## config.mk

```make
export PLATFORM = sky130hd
export DESIGN_NAME = length_prefixed_utf8_string_decoder_core
export DESIGN_NICKNAME = d
export VERILOG_FILES = /design/src/sv/lpsd_pkg.sv /design/src/sv/lpsd_decode.sv /design/src/sv/lpsd_queue.sv /design/src/sv/length_prefixed_utf8_string_decoder_core.sv
export SDC_FILE = /design/constraint.sdc
export NUM_CORES = 1
export LEC_CHECK = 0
export ABC_AREA = 1
export BUFFER_PORTS_ARGS = -buffer_cell sky130_fd_sc_hd__buf_2
export CAP_MARGIN = 15
export CORE_UTILIZATION = 40
export DETAILED_ROUTE_END_ITERATION = 8
export SYNTH_ARGS = -nofsm -noshare
export SYNTH_HDL_FRONTEND = slang
export SYNTH_SLANG_ARGS = --single-unit
export TNS_END_PERCENT = 30
```

## constraint.sdc

```tcl
create_clock -name clock -period 6.15 [get_ports clock]
set_input_delay 0.3075 -clock clock [delete_from_list [all_inputs] [get_ports clock]]
set_output_delay 0.3075 -clock clock [all_outputs]
set_load 0.01 [all_outputs]
```

## src/sv/lpsd_pkg.sv

```systemverilog
// lpsd_pkg: shared types, constants and helpers for the length-prefixed string decoder
// no dependencies; imported by every module of the block

package lpsd_pkg;

   localparam int BUF_SIZE_W  = 17;
   localparam int LEN_W       = 31;
   localparam int CODE_W      = 16;
   localparam int QUEUE_DEPTH = 8;
   localparam int QUEUE_AW    = $clog2(QUEUE_DEPTH);
   localparam int QUEUE_CW    = QUEUE_AW + 1;
   localparam int ROOM_NEEDED = 4;

   localparam logic [BUF_SIZE_W-1:0] BUF_SIZE_RESET = 17'd256;
   localparam logic [BUF_SIZE_W-1:0] BUF_SIZE_MAX   = 17'h10000;

   typedef enum logic [1:0] {
      KIND_CHAR = 2'd0,
      KIND_END  = 2'd1,
      KIND_ERR  = 2'd2
   } kind_type;

   typedef enum logic {
      PHASE_LEN,
      PHASE_CHARS
   } phase_type;

   typedef struct packed {
      kind_type            kind;
      logic [CODE_W-1:0]   code;
      logic [CODE_W-1:0]   index;
      logic [CODE_W-1:0]   length;
      logic                last;
   } item_type;

   typedef struct packed {
      logic [1:0] count;
      item_type   first;
      item_type   second;
   } push_type;

   // number of characters kept: buffer size clamped to 1..65536, minus one
   function automatic logic [CODE_W-1:0] keep_limit(input logic [BUF_SIZE_W-1:0] bs);
      logic [CODE_W-1:0] lim;
      if (bs == '0) begin
         lim = '0;
      end else if (bs >= BUF_SIZE_MAX) begin
         lim = '1;
      end else begin
         lim = bs[CODE_W-1:0] - 16'd1;
      end
      return lim;
   endfunction

endpackage

```

## src/sv/lpsd_decode.sv

```systemverilog
// lpsd_decode: input beat register, varint length and character decode, string state
// depends on lpsd_pkg; hands up to two result items per beat to the result queue

module lpsd_decode (
   input  logic                            clock,
   input  logic                            reset,
   input  logic                            in_valid,
   input  logic [7:0]                      in_byte,
   input  logic [lpsd_pkg::BUF_SIZE_W-1:0] buffer_size,
   output lpsd_pkg::push_type              push
);
   import lpsd_pkg::*;

   logic              beat_valid_ff, beat_valid_in;
   logic [7:0]        beat_byte_ff;
   phase_type         phase_ff, phase_in;
   logic [2:0]        vcount_ff, vcount_in;
   logic [LEN_W-1:0]  declared_ff, declared_in;
   logic [LEN_W-1:0]  chars_ff, chars_in;
   logic [1:0]        cont_ff, cont_in;
   logic [CODE_W-1:0] partial_ff, partial_in;

   logic [6:0]        payload;
   logic [CODE_W-1:0] keep;
   logic              len_err, len_more;
   logic [LEN_W-1:0]  len_add, len_new;
   logic              char_done;
   logic [CODE_W-1:0] char_code;
   logic [LEN_W-1:0]  chars_next;
   logic              kept, str_end;
   logic [CODE_W-1:0] end_len;

   assign beat_valid_in = in_valid;

   always_ff @(posedge clock) begin
      if (reset) begin
         beat_valid_ff <= 1'b0;
      end else begin
         beat_valid_ff <= beat_valid_in;
      end
      beat_byte_ff <= in_byte;
   end

   // shared decode of the registered beat
   always_comb begin
      payload  = beat_byte_ff[6:0];
      keep     = keep_limit(buffer_size);
      len_err  = (vcount_ff >= 3'd4) && ((payload[6:3] != 4'd0) || beat_byte_ff[7]);
      len_more = (vcount_ff < 3'd4) && beat_byte_ff[7];
      case (vcount_ff)
         3'd0:    len_add = {24'd0, payload};
         3'd1:    len_add = {17'd0, payload, 7'd0};
         3'd2:    len_add = {10'd0, payload, 14'd0};
         3'd3:    len_add = {3'd0, payload, 21'd0};
         default: len_add = {payload[2:0], 28'd0};
      endcase
      len_new = declared_ff | len_add;

      char_done = 1'b0;
      char_code = '0;
      if (cont_ff == 2'd0) begin
         if (!beat_byte_ff[7]) begin
            char_done = 1'b1;
            char_code = {8'd0, beat_byte_ff};
         end
      end else if (cont_ff == 2'd1) begin
         char_done = 1'b1;
         char_code = partial_ff | {10'd0, beat_byte_ff[5:0]};
      end

      chars_next = chars_ff + 31'd1;
      kept       = chars_ff < {15'd0, keep};
      str_end    = chars_next >= declared_ff;
      end_len    = (declared_ff < {15'd0, keep}) ? declared_ff[CODE_W-1:0] : keep;
   end

   // next state
   always_comb begin
      phase_in    = phase_ff;
      vcount_in   = vcount_ff;
      declared_in = declared_ff;
      chars_in    = chars_ff;
      cont_in     = cont_ff;
      partial_in  = partial_ff;
      if (beat_valid_ff) begin
         case (phase_ff)
            PHASE_LEN: begin
               if (len_err) begin
                  vcount_in   = '0;
                  declared_in = '0;
                  chars_in    = '0;
                  cont_in     = '0;
                  partial_in  = '0;
               end else if (len_more) begin
                  declared_in = len_new;
                  vcount_in   = vcount_ff + 3'd1;
               end else begin
                  vcount_in  = '0;
                  chars_in   = '0;
                  cont_in    = '0;
                  partial_in = '0;
                  declared_in = len_new;
                  if (len_new != '0) begin
                     phase_in = PHASE_CHARS;
                  end
               end
            end
            PHASE_CHARS: begin
               if (cont_ff == 2'd0) begin
                  if (beat_byte_ff[7]) begin
                     if (beat_byte_ff[7:5] != 3'b111) begin
                        partial_in = {5'd0, beat_byte_ff[4:0], 6'd0};
                        cont_in    = 2'd1;
                     end else begin
                        partial_in = {beat_byte_ff[3:0], 12'd0};
                        cont_in    = 2'd2;
                     end
                  end
               end else if (cont_ff == 2'd1) begin
                  partial_in = '0;
                  cont_in    = 2'd0;
               end else begin
                  partial_in = partial_ff | {4'd0, beat_byte_ff[5:0], 6'd0};
                  cont_in    = 2'd1;
               end
               if (char_done) begin
                  if (str_end) begin
                     phase_in    = PHASE_LEN;
                     declared_in = '0;
                     chars_in    = '0;
                  end else begin
                     chars_in = chars_next;
                  end
               end
            end
            default: begin
               phase_in = PHASE_LEN;
            end
         endcase
      end
   end

   // result items
   always_comb begin
      push = '0;
      if (beat_valid_ff) begin
         case (phase_ff)
            PHASE_LEN: begin
               if (len_err) begin
                  push.count      = 2'd1;
                  push.first.kind = KIND_ERR;
                  push.first.last = 1'b1;
               end else if (!len_more && (len_new == '0)) begin
                  push.count      = 2'd1;
                  push.first.kind = KIND_END;
                  push.first.last = 1'b1;
               end
            end
            PHASE_CHARS: begin
               if (char_done) begin
                  if (kept) begin
                     push.first.kind  = KIND_CHAR;
                     push.first.code  = char_code;
                     push.first.index = chars_ff[CODE_W-1:0];
                     if (str_end) begin
                        push.count         = 2'd2;
                        push.second.kind   = KIND_END;
                        push.second.length = end_len;
                        push.second.last   = 1'b1;
                     end else begin
                        push.count = 2'd1;
                     end
                  end else if (str_end) begin
                     push.count        = 2'd1;
                     push.first.kind   = KIND_END;
                     push.first.length = end_len;
                     push.first.last   = 1'b1;
                  end
               end
            end
            default: begin
               push.count = 2'd0;
            end
         endcase
      end
   end

   always_ff @(posedge clock) begin
      if (reset) begin
         phase_ff    <= PHASE_LEN;
         vcount_ff   <= '0;
         declared_ff <= '0;
         chars_ff    <= '0;
         cont_ff     <= '0;
         partial_ff  <= '0;
      end else begin
         phase_ff    <= phase_in;
         vcount_ff   <= vcount_in;
         declared_ff <= declared_in;
         chars_ff    <= chars_in;
         cont_ff     <= cont_in;
         partial_ff  <= partial_in;
      end
   end

endmodule

```

## src/sv/lpsd_queue.sv

```systemverilog
// lpsd_queue: small result queue taking up to two items per cycle, one out per beat
// depends on lpsd_pkg; its head is the result channel's output register

module lpsd_queue (
   input  logic                 clock,
   input  logic                 reset,
   input  lpsd_pkg::push_type   push,
   output logic                 out_valid,
   input  logic                 out_ready,
   output lpsd_pkg::item_type   out_item,
   output logic                 has_room
);
   import lpsd_pkg::*;

   item_type              entries_ff [QUEUE_DEPTH];
   logic [QUEUE_AW-1:0]   wr_ff, wr_in;
   logic [QUEUE_AW-1:0]   rd_ff, rd_in;
   logic [QUEUE_CW-1:0]   count_ff, count_in;
   logic                  pop;
   logic [QUEUE_AW-1:0]   wr_second;

   assign out_valid = count_ff != '0;
   assign out_item  = entries_ff[rd_ff];
   assign pop       = out_valid && out_ready;
   assign has_room  = (QUEUE_CW'(QUEUE_DEPTH) - count_ff) >= QUEUE_CW'(ROOM_NEEDED);
   assign wr_second = wr_ff + QUEUE_AW'(1);
   assign wr_in     = wr_ff + QUEUE_AW'(push.count);
   assign rd_in     = pop ? rd_ff + QUEUE_AW'(1) : rd_ff;
   assign count_in  = count_ff + QUEUE_CW'(push.count) - QUEUE_CW'(pop);

   always_ff @(posedge clock) begin
      if (reset) begin
         wr_ff    <= '0;
         rd_ff    <= '0;
         count_ff <= '0;
      end else begin
         wr_ff    <= wr_in;
         rd_ff    <= rd_in;
         count_ff <= count_in;
      end
   end

   always_ff @(posedge clock) begin
      if (push.count != 2'd0) begin
         entries_ff[wr_ff] <= push.first;
      end
      if (push.count == 2'd2) begin
         entries_ff[wr_second] <= push.second;
      end
   end

endmodule

```

## src/sv/length_prefixed_utf8_string_decoder_core.sv

```systemverilog
// length_prefixed_utf8_string_decoder_core: top level, buffer size register and stream ports
// depends on lpsd_pkg, lpsd_decode and lpsd_queue
// a byte beat passes the beat register and an eight-entry result queue to the result port
// throughput: one beat per cycle if four queue entries are free, one result per ready cycle
// reset: synchronous, clears the string state and the queue, buffer size returns to 256

module length_prefixed_utf8_string_decoder_core (
   input  logic        clock,
   input  logic        reset,
   input  logic        req_tvalid,
   output logic        req_tready,
   input  logic [7:0]  req_tdata,   // in_byte
   output logic        rsp_tvalid,
   input  logic        rsp_tready,
   output logic [47:0] rsp_tdata,   // char_code, char_index, string_length
   output logic [1:0]  rsp_tuser,   // item_kind
   output logic        rsp_tlast,   // last
   input  logic        csr_valid,
   output logic        csr_ready,
   input  logic [16:0] csr_data     // buffer_size
);
   import lpsd_pkg::*;

   logic [BUF_SIZE_W-1:0] buffer_size_ff, buffer_size_in;
   push_type              push;
   item_type              head;
   logic                  has_room;

   assign csr_ready      = 1'b1;
   assign buffer_size_in = (csr_valid && csr_ready) ? csr_data : buffer_size_ff;

   always_ff @(posedge clock) begin
      if (reset) begin
         buffer_size_ff <= BUF_SIZE_RESET;
      end else begin
         buffer_size_ff <= buffer_size_in;
      end
   end

   assign req_tready = has_room;

   lpsd_decode u_decode (
      .clock       (clock),
      .reset       (reset),
      .in_valid    (req_tvalid && req_tready),
      .in_byte     (req_tdata),
      .buffer_size (buffer_size_ff),
      .push        (push)
   );

   lpsd_queue u_queue (
      .clock     (clock),
      .reset     (reset),
      .push      (push),
      .out_valid (rsp_tvalid),
      .out_ready (rsp_tready),
      .out_item  (head),
      .has_room  (has_room)
   );

   assign rsp_tdata = {head.length, head.index, head.code};
   assign rsp_tuser = head.kind;
   assign rsp_tlast = head.last;

endmodule
```

Word level (Yosys, flattened, before mapping)
Memory sizes are Yosys's and may differ from the RTL's. A register that Yosys moved wholly into a read port is not among the register bits.
Index checks and enable logic that the tools add are counted.

word-level totals
  register bits after elaboration = 120
  RAM bits = 408
  output and inout port bits = 54
  logic and storage cells = 131
  memories = 1

memories
  name                depth  bits a word  rd ports  clocked after memory_dff  write ports  RTL line          source
  u_queue.entries_ff  8      51           1         1                         2            lpsd_queue.sv:15  item_type entries_ff [QUEUE_DEPTH];

operators by class
  add/sub/neg operators = 9
  order comparisons = 7
  equal/unequal tests = 10
  muxes and demuxes = 69
  bitwise logic cells = 4
  reductions and logical operators = 19

operators by type and width
  cell                   count
  $mux 31                7
  $mux 16                11
  $pmux 31 s2            2
  $pmux 31 s4            1
  $mux 55                2
  $mux 17                6
  $lt 31x16->1           2
  $mux 48                1
  $mux 32                1
  $pmux 16 s2            1
  $add 31x1->31 const B  1
  $ge 31x31->1           1
  $logic_not 31->1       1
  $or 31x31->31          1
  $reduce_bool 31->1     1
  $mux 3                 6
  $ge 17x17->1 const B   1
  $logic_not 17->1       1
  $mux 1                 17
  $or 16x12->16          1
  $or 16x6->16           1
  $sub 16x1->16 const B  1
  $mux 2                 7
  $add 3x1->3 const B    3
  29 further kinds       41

Longest topological paths before layout
  word-level depth = 13
  gate-level depth with buffers = 32
  depth with buffers taken out = 30

Hierarchy
A second synthesis with hierarchy kept.

second synthesis, totals
  cells, all modules = 4416
  area total of the unflattened synthesis = 32083.3 µm²

modules (own cells, without submodules)
  module                                    times used  cells an instance  area each (µm²)
  lpsd_queue                                1           3185               24049.3
  lpsd_decode                               1           1120               7282.0
  length_prefixed_utf8_string_decoder_core  1           111                752.0

Worst setup path after synthesis
Ideal clock, no wire load.

  path kind = reg-to-reg
  start point = register u_decode.chars_ff[0]
  end point = memory u_queue.entries_ff[2][0] (netlist name) (enable)
  setup time = 0.375 ns
  arrival time = 5.315 ns
  setup slack = 0.460 ns
  stages on the path, launching flop included = 27
  buffers on the path = 3
  period minus slack after synthesis = 5.690 ns
  cell sequence = dfxtp_1 ha_1 nand2_1 inv_1 nand3_1 nor2_1 nor4b_1 nand2_1 nor3_1 xnor2_1 inv_1 ha_1 nand4_1 nor2_1 nand2_1 nor4b_1 nand3b_1 clkbuf_1 clkbuf_1 ha_1 nand2_1 inv_1 nand2_8 nor3_4 inv_2 buf_2 nand2_1

RTL lines
  element                 RTL line            source
  start, declared         lpsd_decode.sv:19   logic [LEN_W-1:0] chars_ff, chars_in;
  start signal, assigned  lpsd_decode.sv:200  chars_ff <= chars_in;
  end, declared           lpsd_queue.sv:15

==> reports/metrics.cfg <==
[run_status]
status = finished clean

[pwr]
p_seq_share_pct = 38.1
internal_power_w = 0.00669
clkPwrFrac_pct = 37.8
ir_drop_mv = 0.212
leakage_nw = 13.9
swShare_pct = 34.4
pwr-share-comb_pct = 24.1
p_switching_w = 0.00351
p_per_area_nw_per_um2 = 330

[placement]
place_area_sq_um = 28500
hpwl_um = 56500
io_buffer_count = 82
place.gp.congestion = 0.880
dp_cells = 4544

[min_path]
hp-start = rsp_tready
hold_path_depth = 4
hp-class = in2reg

[route]
highest_layer = met5
routed-wl-met3_um = 7380
drt-total-wl_um = 92500
dr_wl_met2_um = 42000
dr.first_iter.drc_count = 2608
vias = 25900
drtPass1Iterations = 6
ant_nets = 0
via_per_inst = 5.53
drc = 0
drt-met1-wl_um = 39900
routedWlPerCell_um = 19.7

[grt]
antenna_found_initial = 1
grt_pass1_wl_um = 142000
gr-total-overflow = 0
track_usage_pct = 25.9
grt_max_degree = 96
first_global_vias = 23800

[worst_setup_path]
critical_path.top_delay_family = simple AND/OR/NAND/NOR gates
cp_slowest_stage_delay_ns = 0.62
cp_cell_sequence = ha_1 > nand2_1 > inv_1 > nand3_1 > nor2_1 > nor4b_1 > nand2_1 > nor3_1 > xnor2_1 > inv_1 > ha_1 > nand4_1 > nor2_1 > nand2_1 > nor4_1 > nand2_1 > nand3b_1 > buf_4 > ha_1 > nand2_1 > nand2_1 > o211ai_1 > o21ai_0
cp_common_cell = nand2_1
crit_type = reg2reg
arrival_ns = 5.92
ff2ff_path_depth = 23
r2r_setup_slack_ns = 0.64
r2r-end = u_queue.entries_ff[4][49]$_DFFE_PP_
crit_start = u_decode.chars_ff[0]$_SDFFE_PP0P_
cp.required_ns = 6.57
cp_max_fo = 69
cp-start-kind = flip-flop
worstSetupEndpointType = flip-flop
worst_r2r_startpoint = u_decode.chars_ff[0]$_SDFFE_PP0P_
crit_buf_inv = 3
cp_slowest_cell = buf_4

[cells_and_area]
antenna_cells = 0
area_growth_pct = 12.4
final_cells = 4684
fin_nets = 3873
drive_gt1_share_pct = 9.55
utilization_pct = 45.8
finalInstanceArea_sq_um = 30900

[clocking]
cts_max_path_buffers = 3
clk_pin_slew_worst_paths_ns = 0.06
clk-insertion-delay-late_ns = 0.67
htreeDepth = 2
cts_setup_buffers = 0
numCtsBuffers = 60
clock_sinks = 525
cts_tree = built
cts_root_buffer = clkbuf_16

[timing]
finalSetupTns_ns = 0
rsz0062_at_grt = false
worst_pin_slew_ns = 1.16
skew_ns = 0.0505
relSlewSlack_pct = 22.6
hold_ws_ns = 0.0374
fmax_ghz = 0.182
setup_violations = 0
finalCriticalPeriod_ns = 5.51
fin_crit_sh_pct = 89.6
final-hold-violation-count = 0
drv_slew = 0

[logic_synthesis]
synth_area_sq_um = 27500
synth_top_area_share_pct = 27.7
synth_fp_nets = 3885
synth_top_cell_by_area = dfxtp_1
synth-seq-cells = 525
avgSynthCellArea_sq_um = 7.30
synthTopCellsByArea = dfxtp_1 28%, edfxtp_1 16%, nand2_1 13%, nand3_1 7.3%, o21ai_0 6.0%
yosysSeqAreaShare_pct = 43.4
synth_cells = 3773
synth.yosys.warnings = 0
netlist-cell-type-count = 54

[floorplanning]
core_area_sq_um = 67600
die_w_um = 264
io_pins = 84
dieArea_sq_um = 69900
num_rows = 95
die-height_um = 264
initial_core_util_pct = 40.7

[flow_run]
maxCapViolations = 0

==> power by group through the flow <==
stage          clock (W)  sequential [W]  combinational, W
2_1_floorplan          0         0.00382           0.00168
3_3_place_gp           0         0.00396           0.00240
3_5_place_dp           0         0.00396           0.00242
4_1_cts          0.00390         0.00389           0.00244
5_1_grt          0.00403         0.00391           0.00270
6_report         0.00385         0.00389           0.00246
==> flip-flops by register name, summed over array words and instances, names as in the netlist, named ones only <==
| signal | cells |
|---|---|
| buffer_size_ff | 17 |
| u_decode.beat_byte_ff | 8 |
| u_decode.beat_valid_ff | 1 |
| u_decode.chars_ff | 31 |
| u_decode.cont_ff | 2 |
| u_decode.declared_ff | 31 |
| u_decode.partial_ff | 10 |
| u_decode.phase_ff | 1 |
| u_decode.vcount_ff | 3 |
| u_queue.count_ff | 4 |
| u_queue.entries_ff | 408 |
| u_queue.rd_ff | 3 |
| u_queue.wr_ff | 3 |
==> timing repair <==
item                       CTS  global route
hold buffers                27             0
resized for setup            0             1
hold endpoints to repair    26             0
setup endpoints to repair    0            28
==> logic make-up (layout without fill, tap and decap cells) <==
logic type               after synthesis  count (layout)  share of synthesized area [%]
AND/OR/NAND/NOR                     1926            1926                           30.7
AO/OA/AOI/OAI                        675             675                           13.3
buffers and inverters                534             572                           7.89
flip-flops                           525             525                           43.4
adder cells (fa/ha/maj)               82              82                           3.78
XOR/XNOR                              30              30                          0.954
other                                  1               1                         0.0136
==> cell usage after synthesis, drive strengths merged <==
| cell | count |
|---|---|
| a211oi | 4 |
| a21boi | 1 |
| a21o | 1 |
| a21oi | 191 |
| a22oi | 1 |
| a31oi | 52 |
| a32oi | 1 |
| buf | 116 |
| clkbuf | 134 |
| clkinv | 2 |
| conb | 1 |
| dfxtp | 381 |
| edfxtp | 144 |
| fa | 2 |
| ha | 80 |
| inv | 282 |
| nand2 | 978 |
| nand3 | 409 |
| nand3b | 1 |
| nand4 | 142 |
| nor2 | 355 |
| nor3 | 19 |
| nor3b | 1 |
| nor4 | 10 |
| nor4b | 2 |
| o211a | 1 |
| o211ai | 37 |
| o21a | 2 |
| o21ai | 361 |
| o221a | 1 |
| o221ai | 1 |
| o22ai | 18 |
| o31ai | 3 |
| or2 | 8 |
| or3 | 1 |
| xnor2 | 5 |
| xor2 | 25 |
==> tightest hold or removal path: cells and delay by family <==
family / cells / cell delay, ns
compound gates: 1 / 0.15
buf+inv: 1 / 0.08
simple gates: 2 / 0.14
==> stage by stage <==
step | setup slack, ns | power, W
finish | 0.643 | 0.0102
global route | 0.0211 | 0.0106
CTS | 0.660 | 0.0102
detailed placement | 0.684 | 0.00638
global placement | 0.780 | 0.00636
floorplan | 0.460 | 0.00550
==> cell usage in the layout, fill, tap and decap left out, drive strengths merged, types with 8 or more instances in the layout <==
cell,synthesis,final
nand4,142,142
dfxtp,381,381
inv,282,287
o21ai,361,361
o211ai,37,37
nor3,19,19
nand3,409,409
or2,8,8
edfxtp,144,144
a31oi,52,52
nand2,978,978
clkbuf,134,85
ha,80,80
buf,116,148
xor2,25,25
nor2,355,355
nor4,10,10
a21oi,191,191
dlygate4sd3,0,27
o22ai,18,18
clkinv,2,15
==> worst max path at each step <==
stage | cells past startpoint | slack (ns) | to
finish | 23 | 0.64 | u_queue.entries_ff[4][49]$_DFFE_PP_
global route | 25 | 0.02 | u_queue.entries_ff[3][13]$_DFFE_PP_
CTS | 23 | 0.66 | u_queue.entries_ff[5][6]$_DFFE_PP_
detailed placement | 23 | 0.68 | u_queue.entries_ff[5][6]$_DFFE_PP_
global placement | 22 | 0.78 | u_queue.entries_ff[4][4]$_DFFE_PP_
floorplan | 26 | 0.46 | u_queue.entries_ff[2][0]$_DFFE_PP_
==> routing by layer <==
metal	vias up	global-route usage [%]
li1	12700	-
met1	12100	34.8
met2	1014	41.6
met3	189	4.64
met4	2	9.04
met5	-	0
==> area by class of cell <==
| type | count | area, sq um |
|---|---|---|
| inverter | 284 | 1070 |
| clock inverter | 28 | 355 |
| multi-input combinational | 2714 | 13400 |
| sequential | 525 | 12000 |
| fill | 6785 | 36700 |
| timing repair buffer | 176 | 1240 |
| clock buffer | 84 | 1810 |
| tap | 873 | 1090 |
Note: power is estimated with default switching activity, not from simulation.
